## config.mk

```make
export PLATFORM = sky130hd
export DESIGN_NAME = lh_cell
export DESIGN_NICKNAME = d
export VERILOG_FILES = /design/src/hdl/lh_pkg.sv /design/src/hdl/lh_cell.sv
export SDC_FILE = /design/constraint.sdc
export NUM_CORES = 1
export LEC_CHECK = 0
export BUFFER_PORTS_ARGS = -buffer_cell sky130_fd_sc_hd__buf_2
export CAP_MARGIN = 20
export CELL_PAD_IN_SITES_DETAIL_PLACEMENT = 0
export CELL_PAD_IN_SITES_GLOBAL_PLACEMENT = 1
export CORE_ASPECT_RATIO = 1.25
export CORE_MARGIN = 5
export CORE_UTILIZATION = 27
export CTS_CLUSTER_DIAMETER = 50
export DETAILED_ROUTE_END_ITERATION = 12
export GPL_ROUTABILITY_DRIVEN = 0
export PLACE_DENSITY = 0.79
export SLEW_MARGIN = 20
export SYNTH_ARGS = -nofsm -noshare
export SYNTH_HDL_FRONTEND = slang
export SYNTH_SLANG_ARGS = --single-unit
```

## constraint.sdc

```tcl
create_clock -name i_clk -period 3.11 [get_ports i_clk]
set_input_delay 0.622 -clock i_clk [delete_from_list [all_inputs] [get_ports i_clk]]
set_output_delay 0.622 -clock i_clk [all_outputs]
set_load 0.02 [all_outputs]
```

## src/hdl/lh_pkg.sv

```systemverilog
`timescale 1ns / 1ps
// ----------------------------------------------------------------------------
// lh_pkg: shared constants, types and bucket limit table
// Holds the bucket geometry, the command codes and the widths used by the
// latency histogram modules.
// ----------------------------------------------------------------------------
package lh_pkg;

    localparam int NUM_BUCKETS = 154;
    localparam int SAMPLE_BITS = 36;
    localparam int CNT_W       = 32;
    localparam int LIM_W       = 64;
    localparam int BIDX_W      = $clog2(NUM_BUCKETS);
    localparam int PH_W        = 14;
    localparam int NUM_W       = CNT_W + PH_W;            // target, num, den
    localparam int SUM_W       = CNT_W + PH_W + BIDX_W;   // cumulative count * 10000
    localparam int PROD_W      = LIM_W + NUM_W;
    localparam int REM_W       = NUM_W + 1;
    localparam int STEP_W      = $clog2(PROD_W + 1);

    localparam logic [PH_W-1:0] SCALE = PH_W'(10000);

    localparam logic [1:0] CMD_ADD    = 2'd0;
    localparam logic [1:0] CMD_QUERY  = 2'd1;
    localparam logic [1:0] CMD_CLEAR  = 2'd2;
    localparam logic [1:0] CMD_UNUSED = 2'd3;

    typedef logic [LIM_W-1:0] t_lim_tab [NUM_BUCKETS];
    typedef logic [LIM_W-1:0] t_step_tab [16];

    localparam t_step_tab DECADE_STEPS = '{
        64'd12, 64'd14, 64'd16, 64'd18, 64'd20, 64'd25, 64'd30, 64'd35,
        64'd40, 64'd45, 64'd50, 64'd60, 64'd70, 64'd80, 64'd90, 64'd100
    };

    // Upper limit of every bucket; the last entry is never used as a bound.
    function automatic t_lim_tab f_limits();
        t_lim_tab   tab;
        int         j;
        logic [LIM_W-1:0] v;
        for (int i = 0; i < NUM_BUCKETS; i++) begin
            if (i < 10) begin
                tab[i] = LIM_W'(i + 1);
            end else begin
                j = i - 10;
                v = DECADE_STEPS[j % 16];
                for (int d = 0; d < j / 16; d++) begin
                    v = v * LIM_W'(10);
                end
                tab[i] = v;
            end
        end
        return tab;
    endfunction

    localparam t_lim_tab LIMITS = f_limits();

endpackage

```

## src/hdl/lh_cell.sv

```systemverilog
`timescale 1ns / 1ps
// ----------------------------------------------------------------------------
// lh_cell: one bucket counter of the histogram ring
// Counts samples that fall in its range and hands its count to the
// neighbor cell while the ring rotates.
// ----------------------------------------------------------------------------
module lh_cell (
    input  logic                            i_clk,
    input  logic                            i_rst_n,
    input  logic                            i_clr,
    input  logic                            i_shift,
    input  logic                            i_add,
    input  logic [lh_pkg::SAMPLE_BITS-1:0]  i_sample,
    input  logic [lh_pkg::LIM_W-1:0]        i_lo,
    input  logic [lh_pkg::LIM_W-1:0]        i_hi,
    input  logic                            i_last,
    input  logic [lh_pkg::CNT_W-1:0]        i_next_count,
    output logic [lh_pkg::CNT_W-1:0]        o_count
);

    logic [lh_pkg::CNT_W-1:0] r_count;
    logic [lh_pkg::LIM_W-1:0] smp;
    logic                     hit;

    assign smp = lh_pkg::LIM_W'(i_sample);
    assign hit = (smp >= i_lo) && (i_last || smp < i_hi);

    always_ff @(posedge i_clk) begin
        if (!i_rst_n || i_clr) begin
            r_count <= '0;
        end else if (i_shift) begin
            r_count <= i_next_count;
        end else if (i_add && hit && r_count != '1) begin
            r_count <= r_count + 1'b1;
        end
    end

    assign o_count = r_count;

endmodule

```

## Word level (Yosys, flattened, before mapping)

Cells that the tools add are included.

| cells by class | value |
|---|---|
| add/sub/neg operators | 1 |
| multiply operators | 0 |
| div/mod/pow operators | 0 |
| magnitude comparators | 2 |
| equality and inequality tests | 1 |
| shift operators | 0 |
| multiplexer cells | 2 |
| bitwise logic cells | 0 |
| reduce and logical (&&, ||, !) cells | 7 |

Operators by type and width:

| kind | number |
|---|---|
| $ge A36 B64 Y1 | 1 |
| $lt A36 B64 Y1 | 1 |
| $mux W32 | 2 |
| $add A32 B1 Y32 const B | 1 |
| $ne A32 B32 Y1 const B | 1 |
| $logic_and A1 B1 Y1 | 3 |
| $logic_or A1 B1 Y1 | 2 |
| $reduce_bool A2 Y1 | 1 |
| $logic_not A1 Y1 | 1 |

| word-level totals | value |
|---|---|
| register bits after elaboration | 32 |
| bits in latches | 0 |
| bits in writable memories | 0 |
| ROM bits | 0 |
| input bits | 202 |
| output and inout bits | 32 |
| word-level logic and storage cells | 14 |
| memories | 0 |

## Logic depth before layout (Yosys ltp)

| depth | value |
|---|---|
| depth in word-level cells | 7 |
| gate-level depth with buffers | 11 |
| mapped depth without buffers | 10 |

## Worst setup path after synthesis

No wires, ideal clock.

| path | value |
|---|---|
| path kind | input to register |
| start point | input port i_hi[29] in the netlist's numbering |
| end point | register r_count (netlist bit o_count[18]) |
| library setup time | 0.124 ns |
| arrival | 2.898 ns |
| data required time | 2.986 ns |
| setup slack | 0.088 ns |
| stages | 11 |
| path buffers | 1 |
| cells stage by stage | inv_1 > ha_1 > a21o_1 > a21o_1 > a221o_1 > o211ai_1 > o311ai_4 > or4_1 > buf_4 > nor3b_1 > nor3_2 |

| on the way | value |
|---|---|
| cells in the longest elaborated chain, start to end | 6 |

Ends and longest elaborated chain:

| item | line | source |
|---|---|---|
| from (decl) | lh_cell.sv:15 | `input logic [lh_pkg::LIM_W-1:0] i_hi,` |
| $lt A36 B64 Y1 | lh_cell.sv:26 | `assign hit = (smp >= i_lo) && (i_last \|\| smp < i_hi);` |
| $logic_or A1 B1 Y1 | lh_cell.sv:26 |  |
| $logic_and A1 B1 Y1 | lh_cell.sv:26 |  |
| $logic_and A1 B1 Y1 (2 in a row) | lh_cell.sv:33 | `end else if (i_add && hit && r_count != '1) begin` |
| $reduce_bool A2 Y1 (no source line) | n/a |  |
| to (signal assigned) | lh_cell.sv:32 | `r_count <= i_next_count;` |
| to (signal assigned) | lh_cell.sv:34 | `r_count <= r_count + 1'b1;` |
| to (decl) | lh_cell.sv:21 | `logic [lh_pkg::CNT_W-1:0] r_count;` |

Every way passes these cells.
A chain may end at the register's enable or synchronous reset.

## Worst setup path in the final report

| path | value |
|---|---|
| start point | input port i_sample[1] in the netlist's numbering |
| end point | register r_count (netlist bit o_count[19]) |

| on the way | value |
|---|---|
| cells in the longest elaborated chain, start to end | 6 |
| elaborated cells on any way between the ends | 7 |
| classes of those cells | order compare (2); reduce/logical (5) |

Ends and longest elaborated chain:

| item | line | source |
|---|---|---|
| from (decl) | lh_cell.sv:13 | `input logic [lh_pkg::SAMPLE_BITS-1:0] i_sample,` |
| $lt A36 B64 Y1 | lh_cell.sv:26 |  |
| $logic_or A1 B1 Y1 | lh_cell.sv:26 |  |
| $logic_and A1 B1 Y1 (*) | lh_cell.sv:26 |  |
| $logic_and A1 B1 Y1 (*) (2 in a row) | lh_cell.sv:33 |  |
| $reduce_bool A2 Y1 (no source line) (*) | n/a |  |

Every way passes the cells marked *; elsewhere a longest branch is shown, timed or not.

==> impl_metrics.tcl <==
set metrics [dict create \
    required_ns 3.33 \
    vias 4857 \
    clock.fmax_mhz 335.9 \
    synth_edf_count 0 \
    power_switching_mw 0.4536 \
    synth_top_area_cell "ha_1" \
    p_leak_nw 3.116 \
    synth.top_cell.area_share 0.2270 \
    rsz0062_at_grt "yes" \
    cts_buffers 5 \
    min_path_type "flop to flop" \
    yosys_register_bits 32 \
    drc 0 \
    place_inst 961 \
    dr.pass1.iters 4 \
    slew_violations 0 \
    dp_worst_setup_slack_ns -0.2464 \
    syn_nets 807 \
    worst-path-buf-inv 4 \
    die_y_um 145.6 \
    clockBufferDepth 2 \
    synth_top_family_by_area "simple AND/OR/NAND/NOR gates" \
    drt_wl_total_mm 14.75 \
    cts_hold_buffers 0 \
    hold_violations 0 \
    num_io_pins 234 \
    cts_sinks 32 \
    p_comb_frac 0.323 \
    grt_pass1_vias 5015 \
    ys_warn_count 0 \
    rr_worst_depth 10 \
    area_growth_pct 45.46 \
    worstSetupPathType "input pin to flop" \
    power.clock.fraction 0.377 \
    syn_inst 533 \
    synth_fa_ha_area_frac 0.2270 \
    whs_ns 0.5557 \
    drtIter0Drc 267 \
    synth_ff_type "dfxtp_1" \
    post-cts-setup-buffers 0 \
    initial_core_util 0.2755 \
    power_density_nw_per_um2 259.9 \
    cts_max_level 2 \
    status "finished clean" \
    crit_cells 12 \
    netlist_area_um2 3969 \
    avgSynthCellArea_um2 7.446 \
    clockRootBuffer "clkbuf_16" \
    clk_latency_ns 0.28 \
    fin_cells 969 \
    dp_hpwl_mm 12.74 \
    async_reset_ff_frac 0 \
    cts_tree "done" \
    grt_first_pass_wirelength_mm 23.78 \
    max_cap_violations 0 \
    yosysUniqueCellTypes 46 \
    synth-xor-area-share 0.02207 \
    endpoint_kind "flop" \
    rows 49 \
    startpoint_type "input pin" \
    switching_share 0.3024 \
    pwr-share-seq 0.300 \
    postCtsResizedCells 0 \
    portBuffers 233 \
    cp_slowest_cell "or3_1" \
    crit_fanout 7 \
    cts.reportedPaths.clkPinSlew_ns 0.05 \
    path_cells "buf_2, buf_4, ha_1, a211oi_1, nor3_1, o311ai_0, buf_4, a31oi_2, or3_1, buf_6, or3_1, nand3_1" \
    critPathArrivalTime_ns 3.19 \
    hold_depth 2 \
    fin_skew_ns 0.005277 \
    finalPower_mw 1.500 \
    nets 1064 \
    tightest_slew_ns 1.063 \
    drive_gt1_frac 0.3654 \
    dieWidth_um 118.4 \
    p_int_mw 1.047 \
    gr-total-overflow 0 \
    setup_viol 0 \
    relSlewSlack 0.2916 \
    cp_top_family "simple AND/OR/NAND/NOR gates" \
    yosys-top-cells-area "ha_1, dfxtp_1, inv_1, nor4_1, mux2i_1" \
    period_share 0.9572 \
    vdd_drop_max_uv 259.5 \
    num_antenna_cells 0 \
    largest_register_ff_count 32 \
    antenna_left 0 \
    cp_slowest_stage_delay_ns 0.39 \
    wire_per_inst_um 15.22 \
    synthMuxAreaShare 0.04288 \
    grt_usage 0.1623 \
    fin_crit_ns 2.977 \
    synthSimpleGateAreaFrac 0.2759 \
    core_area_um2 14410 \
    yosysSeqAreaShare 0.1614 \
    synth_compound_area_frac 0.1775 \
    grt_max_degree 53 \
    avgViaCountPerCell 5.012 \
    die-area_um2 17240 \
    layout_setup_ws_ns 0.1330 \
    antenna_found_initial 3 \
]
## synth_stat cells (4+ instances only)
cell type / instances
a21oi_1: 28
a211oi_1: 5
and3_1: 17
nor4_1: 33
a21o_1: 10
dfxtp_1: 32
nand4_1: 21
o21ai_0: 24
and4_1: 5
nor2_1: 21
ha_1: 72
clkbuf_1: 18
nand2b_1: 4
nand3_1: 18
inv_1: 76
mux2i_1: 17
nand2_1: 42
a32oi_1: 14
nor2b_1: 4
nor3_1: 15
nor4b_1: 6
xnor2_1: 10
a31oi_1: 4
## cells by family after synthesis
group,after synthesis
adder cells (fa/ha/maj),72
multiplexers,17
AO/OA/AOI/OAI,105
XOR/XNOR,10
buffers and inverters,97
flip-flops,32
AND/OR/NAND/NOR,200
## final timing paths
path	start	endpoint	slack, ns
setup / recovery	i_sample[1]	o_count[19]	0.13
hold / removal	o_count[23]	o_count[23]	0.56
setup reg to reg	o_count[10]	o_count[20]	0.44
hold reg to reg	o_count[23]	o_count[23]	0.56
## placed cells by master (no fill, tap or decap), types with 14 or more instances in the layout
master / instances
a21oi_1: 27
a32oi_1: 14
and3_1: 17
buf_2: 233
buf_4: 36
dfxtp_1: 32
ha_1: 72
inv_1: 76
mux2i_1: 17
nand2_1: 42
nand3_1: 18
nand4_1: 21
nor2_1: 21
nor3_1: 15
nor4_1: 32
o21ai_0: 23
## area by class of cell
type | instances | area [um^2]
multi-input cells | 404 | 2998
well taps | 178 | 222.7
flip-flops and latches | 32 | 640.6
repair buffers | 271 | 1459
clock buffers | 5 | 125.1
inverters | 76 | 285.3
fillers | 1516 | 8635
clock inverters | 3 | 42.54
## power by group through the flow
| stage | Clock (mW) | Combinational (mW) | Sequential (mW) |
|---|---|---|---|
| final | 0.566 | 0.485 | 0.449 |
| after global routing | 0.591 | 0.554 | 0.453 |
| after CTS | 0.575 | 0.487 | 0.449 |
| after detailed placement | 0 | 0.484 | 0.458 |
| after global placement | 0 | 0.482 | 0.458 |
| after floorplan | 0 | 0.212 | 0.474 |
## metrics by stage
stage	instance area [um^2]	utilization	TNS, ns
2_1_floorplan	3969	-	0
3_3_place_gp	5567	0.3864	-3.761
3_5_place_dp	5567	0.3864	-3.792
4_1_cts	5734	0.3980	0
5_1_grt	5773	0.4007	-0.0001079
6_report	5773	0.4007	0
## metal layers
layer,wire (um),GRT usage,part of all wire
met1,5947,0.1926,0.40
met2,7023,0.2869,0.48
met3,1480,0.05093,0.10
met4,268,0.03347,0.018
met5,31,0,0.0021
## worst reg2reg max path, stage by stage (launching register included)
cell and delay [ns]:
dfxtp_1 0.42, nand4_1 0.24, or3_1 0.48, nor4_1 0.42, a211oi_1 0.10, buf_4 0.18, o311ai_4 0.11, or4_4 0.22
buf_4 0.13, mux2i_1 0.19, nand2_1 0.07
Power figures use the tool's default switching activity.
