File: config.mk
export PLATFORM = sky130hd
export DESIGN_NAME = lh_muldiv
export DESIGN_NICKNAME = d
export VERILOG_FILES = /design/src/hdl/lh_pkg.sv /design/src/hdl/lh_muldiv.sv
export SDC_FILE = /design/constraint.sdc
export NUM_CORES = 1
export LEC_CHECK = 0
export BUFFER_PORTS_ARGS = -buffer_cell sky130_fd_sc_hd__buf_2
export CAP_MARGIN = 20
export CORE_ASPECT_RATIO = 0.6
export CORE_MARGIN = 8
export CORE_UTILIZATION = 50
export DETAILED_ROUTE_END_ITERATION = 10
export GPL_ROUTABILITY_DRIVEN = 0
export PLACE_DENSITY = 0.69
export SYNTH_ARGS = -nofsm -noshare
export SYNTH_HDL_FRONTEND = slang
export SYNTH_SLANG_ARGS = --single-unit
File: constraint.sdc
create_clock -name i_clk -period 23.1 [get_ports i_clk]
set_input_delay 5.775 -clock i_clk [delete_from_list [all_inputs] [get_ports i_clk]]
set_output_delay 5.775 -clock i_clk [all_outputs]
set_load 0.02 [all_outputs]
File: src/hdl/lh_pkg.sv
`timescale 1ns / 1ps
// ----------------------------------------------------------------------------
// lh_pkg: shared constants, types and bucket limit table
// Holds the bucket geometry, the command codes and the widths used by the
// latency histogram modules.
// ----------------------------------------------------------------------------
package lh_pkg;

    localparam int NUM_BUCKETS = 154;
    localparam int SAMPLE_BITS = 36;
    localparam int CNT_W       = 32;
    localparam int LIM_W       = 64;
    localparam int BIDX_W      = $clog2(NUM_BUCKETS);
    localparam int PH_W        = 14;
    localparam int NUM_W       = CNT_W + PH_W;            // target, num, den
    localparam int SUM_W       = CNT_W + PH_W + BIDX_W;   // cumulative count * 10000
    localparam int PROD_W      = LIM_W + NUM_W;
    localparam int REM_W       = NUM_W + 1;
    localparam int STEP_W      = $clog2(PROD_W + 1);

    localparam logic [PH_W-1:0] SCALE = PH_W'(10000);

    localparam logic [1:0] CMD_ADD    = 2'd0;
    localparam logic [1:0] CMD_QUERY  = 2'd1;
    localparam logic [1:0] CMD_CLEAR  = 2'd2;
    localparam logic [1:0] CMD_UNUSED = 2'd3;

    typedef logic [LIM_W-1:0] t_lim_tab [NUM_BUCKETS];
    typedef logic [LIM_W-1:0] t_step_tab [16];

    localparam t_step_tab DECADE_STEPS = '{
        64'd12, 64'd14, 64'd16, 64'd18, 64'd20, 64'd25, 64'd30, 64'd35,
        64'd40, 64'd45, 64'd50, 64'd60, 64'd70, 64'd80, 64'd90, 64'd100
    };

    // Upper limit of every bucket; the last entry is never used as a bound.
    function automatic t_lim_tab f_limits();
        t_lim_tab   tab;
        int         j;
        logic [LIM_W-1:0] v;
        for (int i = 0; i < NUM_BUCKETS; i++) begin
            if (i < 10) begin
                tab[i] = LIM_W'(i + 1);
            end else begin
                j = i - 10;
                v = DECADE_STEPS[j % 16];
                for (int d = 0; d < j / 16; d++) begin
                    v = v * LIM_W'(10);
                end
                tab[i] = v;
            end
        end
        return tab;
    endfunction

    localparam t_lim_tab LIMITS = f_limits();

endpackage

File: src/hdl/lh_muldiv.sv
`timescale 1ns / 1ps
// ----------------------------------------------------------------------------
// lh_muldiv: serial floor(a * num / den)
// Shift-add multiply, one bit of a per cycle, then restoring division,
// one quotient bit per cycle.
// ----------------------------------------------------------------------------
module lh_muldiv (
    input  logic                        i_clk,
    input  logic                        i_rst_n,
    input  logic                        i_start,
    input  logic [lh_pkg::LIM_W-1:0]    i_a,
    input  logic [lh_pkg::NUM_W-1:0]    i_num,
    input  logic [lh_pkg::NUM_W-1:0]    i_den,
    output logic                        o_done,
    output logic [lh_pkg::LIM_W-1:0]    o_q
);

    typedef enum logic [1:0] {
        S_IDLE,
        S_MUL,
        S_DIV,
        S_DONE
    } t_state;

    t_state                       r_state;
    logic [lh_pkg::STEP_W-1:0]    r_step;
    logic [lh_pkg::LIM_W-1:0]     r_a;
    logic [lh_pkg::NUM_W-1:0]     r_num;
    logic [lh_pkg::NUM_W-1:0]     r_den;
    logic [lh_pkg::PROD_W-1:0]    r_prod;
    logic [lh_pkg::REM_W-1:0]     r_rem;
    logic [lh_pkg::LIM_W-1:0]     r_q;
    logic [lh_pkg::REM_W-1:0]     n_rem;
    logic                         fits;

    assign n_rem = {r_rem[lh_pkg::REM_W-2:0], r_prod[lh_pkg::PROD_W-1]};
    assign fits  = n_rem >= lh_pkg::REM_W'(r_den);

    always_ff @(posedge i_clk) begin
        if (!i_rst_n) begin
            r_state <= S_IDLE;
            r_step  <= '0;
        end else begin
            unique case (r_state)
                S_IDLE: begin
                    if (i_start) begin
                        r_a     <= i_a;
                        r_num   <= i_num;
                        r_den   <= i_den;
                        r_prod  <= '0;
                        r_step  <= '0;
                        r_state <= S_MUL;
                    end
                end
                S_MUL: begin
                    r_prod <= (r_prod << 1)
                            + (r_a[lh_pkg::LIM_W-1] ? lh_pkg::PROD_W'(r_num) : '0);
                    r_a    <= r_a << 1;
                    if (r_step == lh_pkg::STEP_W'(lh_pkg::LIM_W - 1)) begin
                        r_step  <= '0;
                        r_rem   <= '0;
                        r_q     <= '0;
                        r_state <= S_DIV;
                    end else begin
                        r_step <= r_step + 1'b1;
                    end
                end
                S_DIV: begin
                    r_rem  <= fits ? n_rem - lh_pkg::REM_W'(r_den) : n_rem;
                    r_q    <= {r_q[lh_pkg::LIM_W-2:0], fits};
                    r_prod <= r_prod << 1;
                    if (r_step == lh_pkg::STEP_W'(lh_pkg::PROD_W - 1)) begin
                        r_state <= S_DONE;
                    end else begin
                        r_step <= r_step + 1'b1;
                    end
                end
                S_DONE: begin
                    r_state <= S_IDLE;
                end
                default: r_state <= S_IDLE;
            endcase
        end
    end

    assign o_done = (r_state == S_DONE);
    assign o_q    = r_q;

endmodule

=== Word-level counts from Yosys, hierarchy flattened ===
Cells that the tools add are included.

* Shift-type cells: 0
* Reductions and logical operators: 10
* $lt $le $gt $ge: 1
* Multiplexer cells: 18
* Bitwise operators: 0
* Divide/modulo/power cells: 0
* Equal/unequal tests: 9
* Add/sub/neg operators: 3
* Multipliers: 0

{| class="wikitable"
|+ Operators with widths
! kind !! count
|-
| 110-bit case mux with 3 select lines || 1
|-
| 64-bit case mux with 2 select lines || 2
|-
| 46-bit two-way mux || 3
|-
| 64-bit two-way mux || 2
|-
| 110-bit by 46-bit adder with 110-bit output || 1
|-
| 110-bit two-way mux || 1
|-
| 46-bit case mux with 2 select lines || 1
|-
| 47-bit by 46-bit greater-or-equal comparator with 1-bit output || 1
|-
| 46-bit subtractor || 1
|-
| 7-bit two-way mux || 3
|-
| 7-bit case mux with 3 select lines || 1
|-
| 3-bit AND reduction || 6
|-
| 2-bit inequality test, second input constant || 4
|-
| 2-bit case mux with 4 select lines || 1
|-
| 7-bit by 1-bit adder with 7-bit output, second input constant || 1
|-
| 7-bit by 6-bit equality test with 1-bit output, second input constant || 1
|-
| 7-bit equality test, second input constant || 1
|-
| 2-bit two-way mux || 3
|-
| 2-bit equality test, second input constant || 2
|-
| 2-bit nonzero test || 2
|-
| 3-bit nonzero test || 1
|-
| 2-bit by 1-bit equality test with 1-bit output, second input constant || 1
|-
| 2-bit zero test || 1
|}

* Logic and storage cells: 49
* Bits in writable memories: 0
* Bits in latches: 0
* Memories kept: 0
* Bits in registers: 385
* Input port bits: 159
* Output and inout port bits: 65
* Bits in read-only memories: 0

=== Longest topological paths before layout ===
* Depth after elaboration: 3
* Depth in mapped cells: 16
* Depth with buffers taken out: 13

=== Least setup slack after synthesis ===
Ideal clock, no wire load.

* Path type: input port to flip-flop
* Start: input i_start
* End: register r_prod[0] (netlist bit) (enable)
* Data required time: 22.364 ns
* Stages: 2
* Data arrival time: 13.790 ns
* Setup time: 0.736 ns
* Buffers on the path: 0
* Path slack: 8.574 ns
* Cells stage by stage: nor2b_1 nor3b_1

* Word-level cells in the longest chain between the ends: 2

{| class="wikitable"
|+ Ends and longest elaborated chain
! element !! line !! text
|-
| start, declared || lh_muldiv.sv:10 || <nowiki>input logic i_start,</nowiki>
|-
| 2-bit inequality test (no line) || -- ||
|-
| 3-bit AND reduction (no line) || -- ||
|-
| end signal, assigned || lh_muldiv.sv:56 || <nowiki>r_prod <= (r_prod << 1)</nowiki>
|-
| end signal, assigned || lh_muldiv.sv:71 || <nowiki>r_prod <= r_prod << 1;</nowiki>
|-
| end, declared || lh_muldiv.sv:30 || <nowiki>logic [lh_pkg::PROD_W-1:0] r_prod;</nowiki>
|}

No other way between the ends.
A chain may end at the register's enable or synchronous reset.

=== Worst setup path after layout ===
* Start: input i_rst_n
* End: register r_prod[40] (netlist bit) (enable)

* Word-level cells in the longest chain between the ends: 1

{| class="wikitable"
|+ Ends and longest elaborated chain
! element !! line !! text
|-
| start, declared || lh_muldiv.sv:9 || <nowiki>input logic i_rst_n,</nowiki>
|-
| 3-bit AND reduction (no line) || -- ||
|}

No other way between the ends.

==> impl_metrics.tcl <==
set metrics [dict create \
    status "completed" \
    crit_top_cell "buf_4" \
    std_cell_rows 59 \
    dr.pass1.iters 6 \
    skew_ns 0.0242 \
    final_cell_area_mm2 0.0250 \
    dp_hpwl_um 39900 \
    fillers 3690 \
    synthesis.nets 2310 \
    avgRoutedWirePerCell_um 19.9 \
    slew_violations 0 \
    syn_inst 2052 \
    clock_latency_ns 0.56 \
    drt-initial-drc-count 1867 \
    synth.top_cells.by_area "edfxtp_1 51%, ha_1 5.5%, and2_1 3.5%, mux2_2 3.2%, nand2_1 2.8%" \
    path_cells "buf_2 -> nor3b_2 -> buf_4 -> buf_4" \
    critical_path_buf_inv_count 3 \
    syn-mean-instance-area_um2 10.8 \
    die-area_mm2 0.0516 \
    cts.path.max_buffers 3 \
    p_leak_nw 9.72 \
    timing.final.crit_share_pct 31.9 \
    die_y_um 179 \
    critPathMaxStageDelay_ns 0.83 \
    cp.arrival_ns 7.52 \
    cp_max_fo 70 \
    grtUsageTotal_pct 21.1 \
    hold_ws_ns 0.542 \
    seqPwrFrac_pct 39.7 \
    path_clk_slew_ns 0.07 \
    ios 224 \
    finalCriticalPeriod_ns 7.36 \
    peakVddDrop_v 0.0000710 \
    rsz0062_at_grt "false" \
    tns_ns 0 \
    path_delay_family "buffers and inverters" \
    swShare_pct 36.7 \
    grt_overflow 0 \
    critPathKind "in -> reg" \
    ant_nets 0 \
    crit_path_top_delay_cell "buf_4" \
    grt_max_degree 79 \
    first_global_vias 16233 \
    setup_viol 0 \
    antenna_found_initial 8 \
    multi_input_area_mm2 0.0101 \
    worst_pin_slew_ns 1.08 \
    cts_tree "built" \
    yosys_warnings 0 \
    fmax_mhz 136 \
    place_area_mm2 0.0238 \
    seq_area_mm2 0.0115 \
    required_ns 23.26 \
    synth.most_common_cell "edfxtp_1" \
    start_util_pct 50.9 \
    synth_largest_area_cell "edfxtp_1" \
    detail_route.wirelength_um 56900 \
    hold_buffers 0 \
    netlist_top_cells_count "376 x edfxtp_1, 168 x nand2_1, 134 x nor2_1" \
    p_sw_uw 990 \
    p_int_mw 1.71 \
    power.density_mw_per_mm2 108 \
    drc_errors 0 \
    post-route-util_pct 57.5 \
    dieWidth_um 288 \
    cp-start-kind "input pin" \
    hold_path_class "reg -> reg" \
    relSlewSlack_pct 27.6 \
    power_frac_comb_pct 37.0 \
    yosysUniqueCellTypes 82 \
    nNetsFinal 2502 \
    cap_violations 0 \
    vias 17013 \
    ys_seq_area_share_pct 51.7 \
    core_area_mm2 0.0436 \
    power_mw 2.70 \
    final_hold_viol_count 0 \
    cts-htree-levels 2 \
    via_per_inst 5.96 \
    synth_top_area_share_pct 50.9 \
    cp-end-kind "register" \
    cts_root_buffer "clkbuf_16" \
    post_cts_buffers 0 \
    synth-edff-count 376 \
    power_frac_clock_pct 23.3 \
    ys_ff_latch 385 \
    final_layout_size_suffix_gt1_share_pct 17.5 \
    cts_buffers 39 \
    async_flop_share_pct 0 \
    area_delta_synth_final_pct 12.9 \
    synth_ff_type "edfxtp_1" \
    post_cts_resize_count 0 \
    cts.sinks 385 \
    grt_pass1_wl_um 88300 \
    portBuffers 223 \
    syn-cell-area_mm2 0.0222 \
]
## flip-flops by register name (all words and copies together) (netlist names)
name / count
r_num: 46
r_den: 46
o_q: 64
r_rem: 46
r_prod: 110
r_state: 2
r_step: 7
r_a: 64
## per-layer routing
layer | part of all wire, % | wire length (um) | vias up | GRT usage [%]
li1 | - | - | 8077 | -
met1 | 47 | 26600 | 8093 | 31.0
met2 | 41 | 23200 | 727 | 30.1
met3 | 9.7 | 5520 | 102 | 6.23
met4 | 2.6 | 1460 | 14 | 5.92
met5 | 0.15 | 83 | - | 0
## worst paths after layout
check	end	depth (start not counted)	from	slack, ns
setup / recovery	r_prod[40]$_DFFE_PP_	4	i_rst_n	15.74
hold reg to reg	r_step[6]$_SDFFE_PN0P_	2	r_step[6]$_SDFFE_PN0P_	0.54
setup reg to reg	r_prod[76]$_DFFE_PP_	13	r_a[63]$_DFFE_PP_	18.57
hold / removal	r_step[6]$_SDFFE_PN0P_	2	r_step[6]$_SDFFE_PN0P_	0.54
## power by group through the flow
stage | Clock [mW] | Sequential, mW | Combinational (mW)
6_report | 0.629 | 1.07 | 0.997
5_1_grt | 0.667 | 1.09 | 1.10
4_1_cts | 0.642 | 1.07 | 0.992
3_5_place_dp | 0 | 1.08 | 0.986
3_3_place_gp | 0 | 1.08 | 0.961
2_1_floorplan | 0 | 1.10 | 0.717
## stage by stage
step	setup slack (ns)	std cells
6_report	15.74	2855
5_1_grt	15.62	2853
4_1_cts	15.74	2853
3_5_place_dp	15.16	2782
3_3_place_gp	15.19	2782
2_1_floorplan	8.57	2052
## cells by family (layout without fill, tap and decap cells)
family | count (synthesis) | after routing | share of synthesized area (%)
simple gates | 705 | 705 | 16.4
compound gates | 510 | 510 | 14.9
flops | 385 | 385 | 51.7
buf+inv | 167 | 389 | 3.02
mux | 101 | 101 | 4.91
fa+ha+maj | 99 | 99 | 5.65
xor+xnor | 85 | 85 | 3.36
other cells | 0 | 2 | 0
## cell usage in the layout, fill, tap and decap left out, types with 38 or more instances in the layout
cell,netlist,layout
a21o_1,58,58
inv_1,81,81
mux2i_1,38,38
a31oi_1,43,43
nor2b_1,44,43
a21oi_1,122,122
clkbuf_16,0,39
mux2_2,63,63
and2_1,123,122
o21ai_0,108,108
xnor2_1,50,50
buf_2,11,223
nand2_1,168,167
ha_1,97,95
edfxtp_1,376,376
nand4_1,47,47
nand3_1,56,56
nor2_1,134,134
## layout make-up
type | count | area share, %
sequential | 385 | 45.8
multi-input combinational | 1500 | 40.3
timing repair buffer | 237 | 4.88
clock buffer | 45 | 3.99
tap | 579 | 2.89
inverter | 81 | 1.21
clock inverter | 26 | 0.894
antenna | 2 | 0.0200
## tightest hold or removal path, delay by kind of cell (launching register included)
kind,cells,cell delay (ns)
AND/OR/NAND/NOR,1,0.07
flip-flops,1,0.36
XOR/XNOR,1,0.08
Power figures use the tool's default switching activity.
